File: src/rtl/csikq_pkg.sv
package csikq_pkg;

  localparam int DEF_QUEUE_DEPTH  = 16;
  localparam int DEF_MAX_SEQUENCE = 127;
  localparam int DEF_MAX_PARAMS   = 5;

  localparam int KEY_W  = 8;
  localparam int WAIT_W = 5;
  localparam int CMD_W  = 3;

  localparam int IN_DATA_W  = 8;
  localparam int OUT_DATA_W = 24;

  localparam int KEY_LO  = 0;
  localparam int WAIT_LO = KEY_LO + KEY_W;
  localparam int DROP_B  = WAIT_LO + WAIT_W;
  localparam int CMD_LO  = DROP_B + 1;
  localparam int DBG_B   = CMD_LO + CMD_W;
  localparam int ERR_B   = DBG_B + 1;
  localparam int PAD_W   = OUT_DATA_W - ERR_B - 1;

  localparam logic OP_BYTE = 1'b0;
  localparam logic OP_POP  = 1'b1;

  localparam logic [CMD_W-1:0] CMD_NONE      = 3'd0;
  localparam logic [CMD_W-1:0] CMD_STEP_INTO = 3'd1;
  localparam logic [CMD_W-1:0] CMD_STEP_OVER = 3'd2;
  localparam logic [CMD_W-1:0] CMD_DUMP      = 3'd3;
  localparam logic [CMD_W-1:0] CMD_TOGGLE    = 3'd4;

  typedef struct packed {
    logic             push;
    logic [CMD_W-1:0] command;
    logic             debug_on;
    logic             sequence_error;
  } csikq_parse_t;

  typedef struct packed {
    logic              pop_hit;
    logic              dropped;
    logic [WAIT_W-1:0] waiting;
  } csikq_qstat_t;

endpackage

File: src/rtl/csikq_ram.sv
module csikq_ram #(
  parameter int WIDTH = 8,
  parameter int DEPTH = 16
) (
  input  logic                     clk,
  input  logic                     we,
  input  logic [$clog2(DEPTH)-1:0] waddr,
  input  logic [WIDTH-1:0]         wdata,
  input  logic                     re,
  input  logic [$clog2(DEPTH)-1:0] raddr,
  output logic [WIDTH-1:0]         rdata
);

  logic [WIDTH-1:0] mem [DEPTH];

  always_ff @(posedge clk) begin
    if (we) begin
      mem[waddr] <= wdata;
    end
    if (re) begin
      rdata <= mem[raddr];
    end
  end

endmodule

File: src/rtl/csikq_queue.sv
module csikq_queue #(
  parameter int QUEUE_DEPTH = csikq_pkg::DEF_QUEUE_DEPTH
) (
  input  logic                       clk,
  input  logic                       rst,
  input  logic                       accept,
  input  logic                       operation,
  input  logic                       push,
  input  logic [csikq_pkg::KEY_W-1:0] input_byte,
  output csikq_pkg::csikq_qstat_t     stat,
  output logic [csikq_pkg::KEY_W-1:0] rd_key
);
  import csikq_pkg::*;

  localparam int PTR_W = $clog2(QUEUE_DEPTH);
  localparam int CNT_W = $clog2(QUEUE_DEPTH + 1);

  logic [PTR_W-1:0] wr_ptr, wr_ptr_next;
  logic [PTR_W-1:0] rd_ptr, rd_ptr_next;
  logic [CNT_W-1:0] count, count_next;
  logic             full, empty, do_push, do_pop;

  assign full    = (count == CNT_W'(QUEUE_DEPTH));
  assign empty   = (count == '0);
  assign do_push = accept && (operation == OP_BYTE) && push && !full;
  assign do_pop  = accept && (operation == OP_POP) && !empty;

  always_comb begin
    wr_ptr_next = wr_ptr;
    rd_ptr_next = rd_ptr;
    count_next  = count;
    if (do_push) begin
      wr_ptr_next = (wr_ptr == PTR_W'(QUEUE_DEPTH - 1)) ? '0 : PTR_W'(wr_ptr + 1'b1);
      count_next  = CNT_W'(count + 1'b1);
    end
    if (do_pop) begin
      rd_ptr_next = (rd_ptr == PTR_W'(QUEUE_DEPTH - 1)) ? '0 : PTR_W'(rd_ptr + 1'b1);
      count_next  = CNT_W'(count - 1'b1);
    end
  end

  always_comb begin
    stat.pop_hit = (operation == OP_POP) && !empty;
    stat.dropped = (operation == OP_BYTE) && push && full;
    stat.waiting = WAIT_W'(count_next);
  end

  always_ff @(posedge clk) begin
    if (rst) begin
      wr_ptr <= '0;
      rd_ptr <= '0;
      count  <= '0;
    end else begin
      wr_ptr <= wr_ptr_next;
      rd_ptr <= rd_ptr_next;
      count  <= count_next;
    end
  end

  csikq_ram #(
    .WIDTH(KEY_W),
    .DEPTH(QUEUE_DEPTH)
  ) u_ram (
    .clk  (clk),
    .we   (do_push),
    .waddr(wr_ptr),
    .wdata(input_byte),
    .re   (do_pop),
    .raddr(rd_ptr),
    .rdata(rd_key)
  );

endmodule

File: src/rtl/csikq_parser.sv
module csikq_parser #(
  parameter int MAX_SEQUENCE = csikq_pkg::DEF_MAX_SEQUENCE,
  parameter int MAX_PARAMS   = csikq_pkg::DEF_MAX_PARAMS
) (
  input  logic                        clk,
  input  logic                        rst,
  input  logic                        cfg_we,
  input  logic                        cfg_data,
  input  logic                        accept,
  input  logic                        operation,
  input  logic [csikq_pkg::KEY_W-1:0] input_byte,
  output csikq_pkg::csikq_parse_t     res
);
  import csikq_pkg::*;

  localparam int LEN_W = $clog2(MAX_SEQUENCE + 1);
  localparam int IDX_W = $clog2(MAX_PARAMS + 1);

  localparam logic [2:0] PH_IDLE    = 3'd0;
  localparam logic [2:0] PH_ESC     = 3'd1;
  localparam logic [2:0] PH_OTHER   = 3'd2;
  localparam logic [2:0] PH_START   = 3'd3;
  localparam logic [2:0] PH_DIGITS  = 3'd4;
  localparam logic [2:0] PH_FULL    = 3'd5;
  localparam logic [2:0] PH_DECIDED = 3'd6;

  localparam logic [7:0] ESC_BYTE  = 8'h1b;
  localparam logic [7:0] CH_LBRACK = 8'h5b;
  localparam logic [7:0] CH_TILDE  = 8'h7e;
  localparam logic [7:0] CH_SPACE  = 8'h20;
  localparam logic [7:0] CH_SEMI   = 8'h3b;
  localparam logic [7:0] CH_ZERO   = 8'h30;
  localparam logic [7:0] CH_NINE   = 8'h39;
  localparam logic [7:0] TERM_LO   = 8'h40;
  localparam logic [7:0] TERM_HI   = 8'h7f;

  localparam logic [9:0]  PARAM_MAX = 10'd1023;
  localparam logic [9:0]  CODE_STEP_A   = 10'd24;
  localparam logic [9:0]  CODE_STEP_B   = 10'd31;
  localparam logic [9:0]  CODE_OVER_A   = 10'd23;
  localparam logic [9:0]  CODE_OVER_B   = 10'd29;
  localparam logic [9:0]  CODE_DUMP_A   = 10'd21;
  localparam logic [9:0]  CODE_DUMP_B   = 10'd28;
  localparam logic [9:0]  CODE_TOGGLE_A = 10'd20;
  localparam logic [9:0]  CODE_TOGGLE_B = 10'd26;

  logic [2:0]       phase, phase_next;
  logic [LEN_W-1:0] seq_len, seq_len_next;
  logic [IDX_W-1:0] param_idx, param_idx_next;
  logic [9:0]       first_param, first_param_next;
  logic [7:0]       decide, decide_next;
  logic             debug_mode, debug_mode_next;
  logic             debug_allowed;
  logic [13:0]      prod;
  logic             ends;

  assign prod = 14'({4'b0, first_param} * 14'd10 + {10'b0, input_byte[3:0]});

  always_comb begin
    phase_next       = phase;
    seq_len_next     = seq_len;
    param_idx_next   = param_idx;
    first_param_next = first_param;
    decide_next      = decide;
    debug_mode_next  = debug_mode;
    ends             = 1'b0;
    res              = '0;
    if (operation == OP_BYTE) begin
      case (phase)
        PH_IDLE: begin
          if (input_byte == ESC_BYTE) begin
            phase_next   = PH_ESC;
            seq_len_next = '0;
          end else if (input_byte != '0) begin
            res.push = 1'b1;
          end
        end
        PH_ESC: begin
          seq_len_next     = LEN_W'(1);
          param_idx_next   = '0;
          first_param_next = '0;
          decide_next      = '0;
          phase_next       = (input_byte == CH_LBRACK) ? PH_START : PH_OTHER;
        end
        default: begin
          seq_len_next = LEN_W'(seq_len + 1'b1);
          if (phase inside {PH_START, PH_DIGITS, PH_FULL}) begin
            if (phase == PH_START && input_byte == CH_SPACE) begin
              phase_next = phase;
            end else if (phase == PH_FULL) begin
              decide_next = input_byte;
              phase_next  = PH_DECIDED;
            end else if (input_byte inside {[CH_ZERO:CH_NINE]}) begin
              if (param_idx == '0) begin
                first_param_next = (prod > 14'(PARAM_MAX)) ? PARAM_MAX : prod[9:0];
              end
              phase_next = PH_DIGITS;
            end else if (input_byte == CH_SEMI) begin
              param_idx_next = IDX_W'(param_idx + 1'b1);
              phase_next = (param_idx_next >= IDX_W'(MAX_PARAMS)) ? PH_FULL : PH_START;
            end else begin
              decide_next = input_byte;
              phase_next  = PH_DECIDED;
            end
          end
          ends = (input_byte == '0) || (input_byte inside {[TERM_LO:TERM_HI]}) ||
                 (seq_len_next >= LEN_W'(MAX_SEQUENCE));
          if (ends) begin
            if (phase == PH_OTHER) begin
              res.sequence_error = 1'b1;
            end else if (decide_next == CH_TILDE) begin
              case (first_param_next)
                CODE_STEP_A, CODE_STEP_B: begin
                  res.command = debug_mode ? CMD_STEP_INTO : CMD_NONE;
                end
                CODE_OVER_A, CODE_OVER_B: begin
                  res.command = debug_mode ? CMD_STEP_OVER : CMD_NONE;
                end
                CODE_DUMP_A, CODE_DUMP_B: begin
                  res.command = debug_mode ? CMD_DUMP : CMD_NONE;
                end
                CODE_TOGGLE_A, CODE_TOGGLE_B: begin
                  if (debug_allowed) begin
                    debug_mode_next = !debug_mode;
                    res.command     = CMD_TOGGLE;
                  end
                end
                default: begin
                  res.sequence_error = 1'b1;
                end
              endcase
            end
            phase_next       = PH_IDLE;
            seq_len_next     = '0;
            param_idx_next   = '0;
            first_param_next = '0;
            decide_next      = '0;
          end
        end
      endcase
    end
    res.debug_on = debug_mode_next;
  end

  always_ff @(posedge clk) begin
    if (rst) begin
      phase         <= PH_IDLE;
      seq_len       <= '0;
      param_idx     <= '0;
      first_param   <= '0;
      decide        <= '0;
      debug_mode    <= 1'b0;
      debug_allowed <= 1'b0;
    end else begin
      if (accept) begin
        phase       <= phase_next;
        seq_len     <= seq_len_next;
        param_idx   <= param_idx_next;
        first_param <= first_param_next;
        decide      <= decide_next;
        debug_mode  <= debug_mode_next;
      end
      if (cfg_we) begin
        debug_allowed <= cfg_data;
      end
    end
  end

endmodule

File: src/rtl/csi_key_input_parser_fifo.sv
// Path: an accepted word loads the key RAM read and the stage register, then the output
// register when the output can take it; m_tvalid rises with the output register.
// Throughput: one word per cycle; input stalls only when both pipeline registers are full.
// Reset (rst, synchronous): clears queue pointers and count, parser state, debug mode and
// debug_allowed. The key RAM is not cleared and needs no sweep; ready right after reset.
module csi_key_input_parser_fifo #(
  parameter int QUEUE_DEPTH  = csikq_pkg::DEF_QUEUE_DEPTH,
  parameter int MAX_SEQUENCE = csikq_pkg::DEF_MAX_SEQUENCE,
  parameter int MAX_PARAMS   = csikq_pkg::DEF_MAX_PARAMS
) (
  input  logic                             clk,
  input  logic                             rst,
  input  logic                             cfg_valid,
  output logic                             cfg_ready,
  input  logic                             cfg_data,   // debug_allowed
  input  logic                             s_tvalid,
  output logic                             s_tready,
  input  logic [csikq_pkg::IN_DATA_W-1:0]  s_tdata,    // input_byte
  input  logic                             s_tuser,    // operation
  output logic                             m_tvalid,
  input  logic                             m_tready,
  // popped_key[7:0], keys_waiting[12:8], key_dropped[13], command[16:14],
  // debug_on[17], sequence_error[18], zero pad
  output logic [csikq_pkg::OUT_DATA_W-1:0] m_tdata,
  output logic                             m_tuser     // key_valid
);
  import csikq_pkg::*;

  logic         accept, s1_adv, s1_valid;
  csikq_parse_t parse_res, s1_parse;
  csikq_qstat_t qstat, s1_q;
  logic [KEY_W-1:0] rd_key, popped;

  assign cfg_ready = 1'b1;
  assign s_tready  = !s1_valid || !m_tvalid || m_tready;
  assign accept    = s_tvalid && s_tready;
  assign s1_adv    = s1_valid && (!m_tvalid || m_tready);
  assign popped    = s1_q.pop_hit ? rd_key : '0;

  csikq_parser #(
    .MAX_SEQUENCE(MAX_SEQUENCE),
    .MAX_PARAMS  (MAX_PARAMS)
  ) u_parser (
    .clk       (clk),
    .rst       (rst),
    .cfg_we    (cfg_valid && cfg_ready),
    .cfg_data  (cfg_data),
    .accept    (accept),
    .operation (s_tuser),
    .input_byte(s_tdata[KEY_W-1:0]),
    .res       (parse_res)
  );

  csikq_queue #(
    .QUEUE_DEPTH(QUEUE_DEPTH)
  ) u_queue (
    .clk       (clk),
    .rst       (rst),
    .accept    (accept),
    .operation (s_tuser),
    .push      (parse_res.push),
    .input_byte(s_tdata[KEY_W-1:0]),
    .stat      (qstat),
    .rd_key    (rd_key)
  );

  always_ff @(posedge clk) begin
    if (rst) begin
      s1_valid <= 1'b0;
      m_tvalid <= 1'b0;
    end else begin
      if (accept) begin
        s1_valid <= 1'b1;
      end else if (s1_adv) begin
        s1_valid <= 1'b0;
      end
      if (s1_adv) begin
        m_tvalid <= 1'b1;
      end else if (m_tready) begin
        m_tvalid <= 1'b0;
      end
    end
  end

  always_ff @(posedge clk) begin
    if (accept) begin
      s1_parse <= parse_res;
      s1_q     <= qstat;
    end
    if (s1_adv) begin
      m_tdata <= {{PAD_W{1'b0}}, s1_parse.sequence_error, s1_parse.debug_on,
                  s1_parse.command, s1_q.dropped, s1_q.waiting, popped};
      m_tuser <= s1_q.pop_hit;
    end
  end

endmodule

File: config.mk
export PLATFORM = sky130hd
export DESIGN_NAME = csi_key_input_parser_fifo
export DESIGN_NICKNAME = d
export VERILOG_FILES = /design/src/rtl/csikq_pkg.sv /design/src/rtl/csikq_ram.sv /design/src/rtl/csikq_queue.sv /design/src/rtl/csikq_parser.sv /design/src/rtl/csi_key_input_parser_fifo.sv
export SDC_FILE = /design/constraint.sdc
export NUM_CORES = 1
export LEC_CHECK = 0
export ABC_CLOCK_PERIOD_IN_PS = 6200
export BUFFER_PORTS_ARGS = -buffer_cell sky130_fd_sc_hd__buf_2
export CORE_MARGIN = 1
export CORE_UTILIZATION = 62
export CTS_CLUSTER_DIAMETER = 50
export DETAILED_ROUTE_END_ITERATION = 12
export PLACE_DENSITY = 0.89
export SETUP_SLACK_MARGIN = 0.2
export SYNTH_ARGS = -nofsm -noshare
export SYNTH_HDL_FRONTEND = slang
export SYNTH_SLANG_ARGS = --single-unit
File: constraint.sdc
create_clock -name clk -period 6.2 [get_ports clk]
set_input_delay 1.24 -clock clk [delete_from_list [all_inputs] [get_ports clk]]
set_output_delay 1.24 -clock clk [all_outputs]
set_load 0.02 [all_outputs]
==> results of run 1 <==
## per-layer routing
| layer | vias to the layer above | GRT usage [%] |
|---|---|---|
| met5 | - | 0 |
| met4 | 0 | 15.5 |
| met3 | 111 | 5.09 |
| met2 | 444 | 49.8 |
| met1 | 3229 | 37.8 |
| li1 | 2865 | - |
## sequential cells by signal (all words and copies together), names as in the netlist, 3 cells and up
signal,cells
u_queue.wr_ptr,4
u_parser.first_param,10
u_queue.rd_ptr,4
u_parser.decide,8
s1_q,7
u_queue.count,5
u_queue.u_ram.mem,128
s1_parse,5
u_parser.seq_len,7
m_tdata,19
u_queue.u_ram.rdata,8
u_parser.param_idx,3
u_parser.phase,3
## kinds of logic after synthesis
family / Yosys count / share of synthesized area [%]
AO/OA/AOI/OAI: 131 / 8.91
XOR/XNOR: 24 / 2.13
adder cells (fa/ha/maj): 32 / 4.20
buffers and inverters: 51 / 2.20
flip-flops: 216 / 60.7
multiplexers: 45 / 9.66
other: 2 / 0.0759
AND/OR/NAND/NOR: 240 / 12.1
## synthesized netlist by cell type, types with 12 or more instances
library cell / number
sky130_fd_sc_hd__nor3_1: 19
sky130_fd_sc_hd__a21oi_1: 43
sky130_fd_sc_hd__xnor2_1: 12
sky130_fd_sc_hd__xor2_1: 12
sky130_fd_sc_hd__o21ai_0: 30
sky130_fd_sc_hd__nor2_1: 80
sky130_fd_sc_hd__inv_1: 17
sky130_fd_sc_hd__edfxtp_1: 168
sky130_fd_sc_hd__ha_1: 30
sky130_fd_sc_hd__clkbuf_1: 25
sky130_fd_sc_hd__and2_1: 13
sky130_fd_sc_hd__nand3_1: 12
sky130_fd_sc_hd__nand2_1: 52
sky130_fd_sc_hd__dfxtp_1: 48
sky130_fd_sc_hd__mux4_2: 40
## placed cells by master (no fill, tap or decap), drive strengths merged, types with 5 or more instances in the layout
cell,netlist,layout
nor2,81,81
nand3,12,12
xor2,12,12
mux4,40,40
and2,13,13
nor2b,12,12
nor4,6,6
nand3b,5,5
nand2,52,52
o21ai,32,32
a22oi,11,11
nand2b,9,9
clkinv,1,10
nor3,19,19
a311oi,5,5
ha,30,30
a21oi,45,45
edfxtp,168,168
inv,17,17
xnor2,12,12
buf,8,39
conb,2,6
clkbuf,25,26
dfxtp,48,48
## metrics by stage
stage          hold slack [ns]  cells  setup slack (ns)  power [W]
6_report                 0.422   1001              1.78    0.00327
5_1_grt                  0.426   1001              1.67    0.00335
4_1_cts                  0.422   1001              1.87    0.00327
3_5_place_dp             0.407    962              1.40    0.00197
3_3_place_gp             0.402    962              1.89    0.00194
2_1_floorplan            0.400    745              2.36    0.00188
## layout make-up
type	count	area, µm²	share of cell area, %
timing repair buffer	39	203	1.85
tap	211	264	2.41
clock inverter	13	150	1.37
sequential	216	6010	54.9
multi-input combinational	478	3690	33.7
inverter	18	67.6	0.617
clock buffer	26	566	5.17
## report_power, final
part / switching (W) / internal [W]
registers: 0.0000306 / 0.00163
clock network: 0.000574 / 0.000746
logic: 0.000171 / 0.000120
total: 0.000776 / 0.00249
## worst max path at each step
| stage | end | slack [ns] | startpoint |
|---|---|---|---|
| floorplan | u_parser.debug_mode | 2.36 | s_tdata[3] |
| global placement | u_parser.debug_mode | 1.89 | s_tdata[2] |
| detailed placement | u_queue.u_ram.mem[1][3] | 1.40 | s_tdata[3] |
| CTS | u_queue.u_ram.mem[1][2] | 1.87 | s_tdata[3] |
| global route | s1_parse[1] | 1.67 | s_tdata[2] |
| finish | s1_parse[1] | 1.78 | s_tdata[2] |
## worst register-to-register path: cells and delay by family, from the launching register on
kind	cells	cell delay, ns
simple gates	4	1.18
fa+ha+maj	3	0.98
compound gates	3	0.85
flops	1	0.50
mux	1	0.22
xor+xnor	1	0.14
buf+inv	1	0.07
==> results_dict.tcl, run 1 <==
set metrics [dict create \
    grt_pass1_wl_um 36300 \
    first_pass_iters 8 \
    totalWireLength_um 23700 \
    hold_class "reg2reg" \
    finish.utilization_pct 71.2 \
    dpl.hpwl_um 14400 \
    port_buffers 36 \
    worstPathArrival_ns 4.67 \
    detailedRoute.firstIterationViolations 848 \
    gr-total-overflow 0 \
    ys.flop_type "sky130_fd_sc_hd__edfxtp_1" \
    critical_path.most_common_cell "sky130_fd_sc_hd__o21ai_0" \
    antenna_cells_inserted 0 \
    critPathTopFamily "compound AO/OA/AOI/OAI gates" \
    antenna_violating_nets_post_route 0 \
    max_cap_viol_count 0 \
    met2WireLength_um 11700 \
    floorplan.initialDensity_pct 64.3 \
    cts_root_buf "sky130_fd_sc_hd__clkbuf_16" \
    cts-resized-gates 0 \
    clock_sink_count 216 \
    regToRegSetupSlack_ns 1.98 \
    finalInstanceArea_um2 10900 \
    placementRows 45 \
    report.final.slew_viol_count 0 \
    critical_path.endpoint_type "flop" \
    critical_path.reg2reg.endpoint "s1_parse[1]" \
    hold_viol 0 \
    ys_top_cells_by_area "sky130_fd_sc_hd__edfxtp_1, sky130_fd_sc_hd__dfxtp_1, sky130_fd_sc_hd__mux4_2" \
    post_route_cells_drive_above_1_share_pct 16.8 \
    leakage_power_summed_over_all_cells_nw 3.74 \
    finalSetupViolCount 0 \
    die_outline_area_um2 16500 \
    cts_inserted_buffers 22 \
    wl_met3_um 2000 \
    route.top_layer_used "met4" \
    wire_per_inst_um 23.7 \
    worst-path-stages 10 \
    worstPathCellList "buf_2 -> o21ai_0 -> nand4b_1 -> a2111oi_4 -> nand2_1 -> a21o_1 -> nor2_1 -> o21ai_0 -> nor4_1 -> xor2_1" \
    tns_ns 0 \
    worst_slew_pin_slew_ns 1.36 \
    placed_area_um2 10200 \
    tritoncts_clock_tree "built" \
    boundaryPins 43 \
    grt_pass1_vias 6674 \
    critical_path.max_fanout 23 \
    synthToLayoutAreaGrowth_pct 10.7 \
    floorplan.core_area_um2 15400 \
    timing.fmax_mhz 226 \
    powerDensity_nw_per_um2 299 \
    initial_antenna_violation_count 0 \
    ir_drop_mv 0.179 \
    worst_setup_path_class "in2reg" \
    min_period_over_period_pct 71.4 \
    chipHeight_um 128 \
    synth-seq-area-share_pct 60.7 \
    worst_r2r_startpoint "u_parser.first_param[1]" \
    final_nets 822 \
    max_slew_margin_pct 8.42 \
    worst-endpoint-required_ns 6.45 \
    min_from "s1_parse[4]" \
    remaining_drc_errors 0 \
    grt_util_all_layers_pct 29.8 \
    post-synth-top-area-fraction_pct 51.0 \
    met1_length_um 8870 \
    postSynthCellCount 741 \
    cts_hold_buffers 0 \
    fill_cells 937 \
    skew_ns 0.0213 \
    yosys.cell_types.count 77 \
    rsz_0062_raised_after_global_routing "no" \
    ctsLongestPathBuffers 3 \
    cp_launch_type "input port" \
    avgSynthCellArea_um2 13.3 \
    run_status "completed" \
    synth-async-reset-ratio_pct 0 \
    critical-path-max-stage-delay_ns 0.89 \
    via_per_inst 6.64 \
    synth.cell_area_um2 9890 \
    clkTransAtPathRegs_ns 0.07 \
    synthesis.yosys.warnings 0 \
    cts-htree-levels 1 \
    route.vias.total 6649 \
    path_buf_inv 1 \
    synth_top_cell_by_area "sky130_fd_sc_hd__edfxtp_1" \
    gp_congestion 0.900 \
    cpMaxStageDelayCell "sky130_fd_sc_hd__a2111oi_4" \
    cts.repair_timing.setup_buffer_count 0 \
    ys_ff_latch 216 \
    clock_latency_ns 0.53 \
    holdPathStages 0 \
    reg2regPathDepth 13 \
    grt_max_degree 50 \
    hold_path_end "m_tdata[16]" \
    synth_edf_count 168 \
    timing.final.crit_period_ns 4.42 \
    die_width_um 128 \
]
(Power assumes the default switching activity.)
==> run 2: changes to the inputs <==
--- a/config.mk
+++ b/config.mk
@@ -5,7 +5,7 @@
 export SDC_FILE = /design/constraint.sdc
 export NUM_CORES = 1
 export LEC_CHECK = 0
-export ABC_CLOCK_PERIOD_IN_PS = 6200
+export ABC_CLOCK_PERIOD_IN_PS = 4250
 export BUFFER_PORTS_ARGS = -buffer_cell sky130_fd_sc_hd__buf_2
 export CORE_MARGIN = 1
 export CORE_UTILIZATION = 62
==> constraint.sdc (replaced) <==
create_clock -name clk -period 4.25 [get_ports clk]
set_input_delay 0.85 -clock clk [delete_from_list [all_inputs] [get_ports clk]]
set_output_delay 0.85 -clock clk [all_outputs]
set_load 0.02 [all_outputs]
==> run 2 against run 1 <==
Effect of this change:
- largest cell class unchanged
- combinational power up 46%
- sequential power up 45%
- highest routed layer unchanged
- clock skew fell by 0.0016 ns
==> results_dict.tcl, run 2 (same netlist as run 1, synthesis figures left out) <==
set metrics [dict create \
    run_status "completed" \
    totalWireLength_um 22700 \
    boundaryPins 43 \
    worstPathCellList "ha_1 -> ha_2 -> inv_1 -> fa_2 -> nand2b_4 -> a211o_1 -> and3b_2 -> nor4b_4 -> mux2i_2 -> o32a_2 -> xor2_1 -> o22ai_1 -> and3_1" \
    cts_root_buf "sky130_fd_sc_hd__clkbuf_16" \
    critical_path.max_fanout 6 \
    first_pass_iters 6 \
    rsz_0062_raised_after_global_routing "no" \
    hold_viol 0 \
    cts_hold_buffers 0 \
    max_cap_viol_count 0 \
    route.vias.total 6732 \
    placementRows 45 \
    timing.fmax_mhz 253 \
    worst-endpoint-required_ns 4.51 \
    placed_area_um2 10400 \
    clock_sink_count 216 \
    grt_pass1_wl_um 34800 \
    floorplan.core_area_um2 15400 \
    critical-path-max-stage-delay_ns 0.49 \
    chipHeight_um 128 \
    post_route_cells_drive_above_1_share_pct 20.8 \
    hold_class "reg2reg" \
    worst_r2r_startpoint "u_parser.first_param[1]" \
    finalSetupViolCount 0 \
    worst_setup_path_class "reg2reg" \
    remaining_drc_errors 0 \
    grt_max_degree 50 \
    max_slew_margin_pct 32.6 \
    use_met3_pct 4.42 \
    gp_congestion 0.900 \
    grtUsageMet2_pct 47.0 \
    cpMaxStageDelayCell "sky130_fd_sc_hd__o32a_2" \
    synthToLayoutAreaGrowth_pct 13.2 \
    ctsLongestPathBuffers 3 \
    gr-usage-met1_pct 36.7 \
    busiest_layer "met2" \
    detailedRoute.firstIterationViolations 831 \
    powerDensity_nw_per_um2 414 \
    p_total_w 0.00464 \
    worstPathArrival_ns 4.21 \
    report.final.slew_viol_count 0 \
    dpl.hpwl_um 14300 \
    cts_inserted_buffers 22 \
    setup.worst_path.start "u_parser.first_param[1]" \
    worst_slew_pin_slew_ns 1.01 \
    antenna_violating_nets_post_route 0 \
    antenna_cells_inserted 0 \
    top_regs "u_queue.u_ram.mem (128), m_tdata (19), u_parser.first_param (10)" \
    timing.final.crit_period_ns 3.95 \
    tritoncts_clock_tree "built" \
    min_from "s1_q[0]" \
    gr-total-overflow 0 \
    layout.cells.most_common_list "sky130_fd_sc_hd__edfxtp_1, sky130_fd_sc_hd__nor2_1, sky130_fd_sc_hd__nand2_1" \
    skew_ns 0.0197 \
    min_period_over_period_pct 93.0 \
    grt_pass1_vias 6554 \
    largest-register "u_queue.u_ram.mem" \
    die_width_um 128 \
    initial_antenna_violation_count 0 \
    cts-htree-levels 1 \
    final_nets 849 \
    tns_ns 0 \
    ir_drop_mv 0.324 \
    clock_latency_ns 0.51 \
    floorplan.initialDensity_pct 64.3 \
    finalInstanceArea_um2 11200 \
    critical_path.endpoint_type "flop" \
    grt_util_all_layers_pct 28.3 \
    clkTransAtPathRegs_ns 0.06 \
    die_outline_area_um2 16500 \
    flip_flop_count_of_the_largest_register_all_copies_and_words_added 128 \
    leakage_power_summed_over_all_cells_nw 3.88 \
    via_per_inst 6.54 \
    layout.cells.most_common "sky130_fd_sc_hd__edfxtp_1" \
    wire_per_inst_um 22.0 \
    port_buffers 36 \
    cp_launch_type "flop" \
]
-- run 2: cell types whose count changed in the layout (fill, tap and decap cells not counted), moves of 2 or more --
cell	delta
sky130_fd_sc_hd__inv_6	+2
sky130_fd_sc_hd__dfxtp_1	-3
sky130_fd_sc_hd__clkinv_4	-2
sky130_fd_sc_hd__dfxtp_2	+2
sky130_fd_sc_hd__buf_4	+26
-- run 2: per-layer routing --
metal  vias up  routed length (µm)
met2       469               11000
met5         -                   0
met1      3222                8410
met3       117                2090
met4         0                1200
li1       2924                   -
-- run 2: what timing repair did --
action | in CTS | in global routing
pin swaps | 0 | 7
cloned | 0 | 1
endpoints found under the setup margin | 3 | 6
buffers inserted | 0 | 2
hold endpoints to repair | 0 | 0
resized for setup | 4 | 14
-- run 2: final timing paths --
check | depth (start not counted) | slack (ns) | to
max | 13 | 0.30 | s1_parse[2]
min | 0 | 0.41 | m_tdata[8]
max reg2reg | 13 | 0.30 | s1_parse[2]
min reg2reg | 0 | 0.41 | m_tdata[8]
-- run 2: power by group --
part / switching [W] / total, W / internal [W]
Sequential: 0.0000412 / 0.00241 / 0.00237
Combinational: 0.000242 / 0.000424 / 0.000182
Clock: 0.000779 / 0.00180 / 0.00102
Total: 0.00106 / 0.00464 / 0.00358
-- run 2: stage by stage --
stage | setup WS (ns) | util (%) | instances | hold WS (ns)
after global routing | 0.182 | 72.9 | 1029 | 0.421
after CTS | 0.214 | 72.3 | 1026 | 0.421
after floorplan | 0.557 | - | 745 | 0.400
after detailed placement | 0.176 | 67.7 | 986 | 0.406
after global placement | 0.352 | 67.7 | 986 | 0.401
final | 0.296 | 72.9 | 1029 | 0.412
-- run 2: critical path, delay by kind of cell, from the launching register on --
kind	cells	cell delay (ns)
adder cells (fa/ha/maj)	3	0.98
AO/OA/AOI/OAI	3	0.90
flip-flops	1	0.36
buffers and inverters	1	0.08
multiplexers	1	0.19
AND/OR/NAND/NOR	4	0.97
XOR/XNOR	1	0.22
-- run 2: layout make-up --
| type | count | area [µm²] |
|---|---|---|
| sequential | 216 | 6010 |
| timing repair buffer | 65 | 398 |
| clock inverter | 13 | 109 |
| inverter | 18 | 67.6 |
| clock buffer | 27 | 569 |
| multi-input combinational | 479 | 3780 |
| tap | 211 | 264 |
| fill | 896 | 4170 |
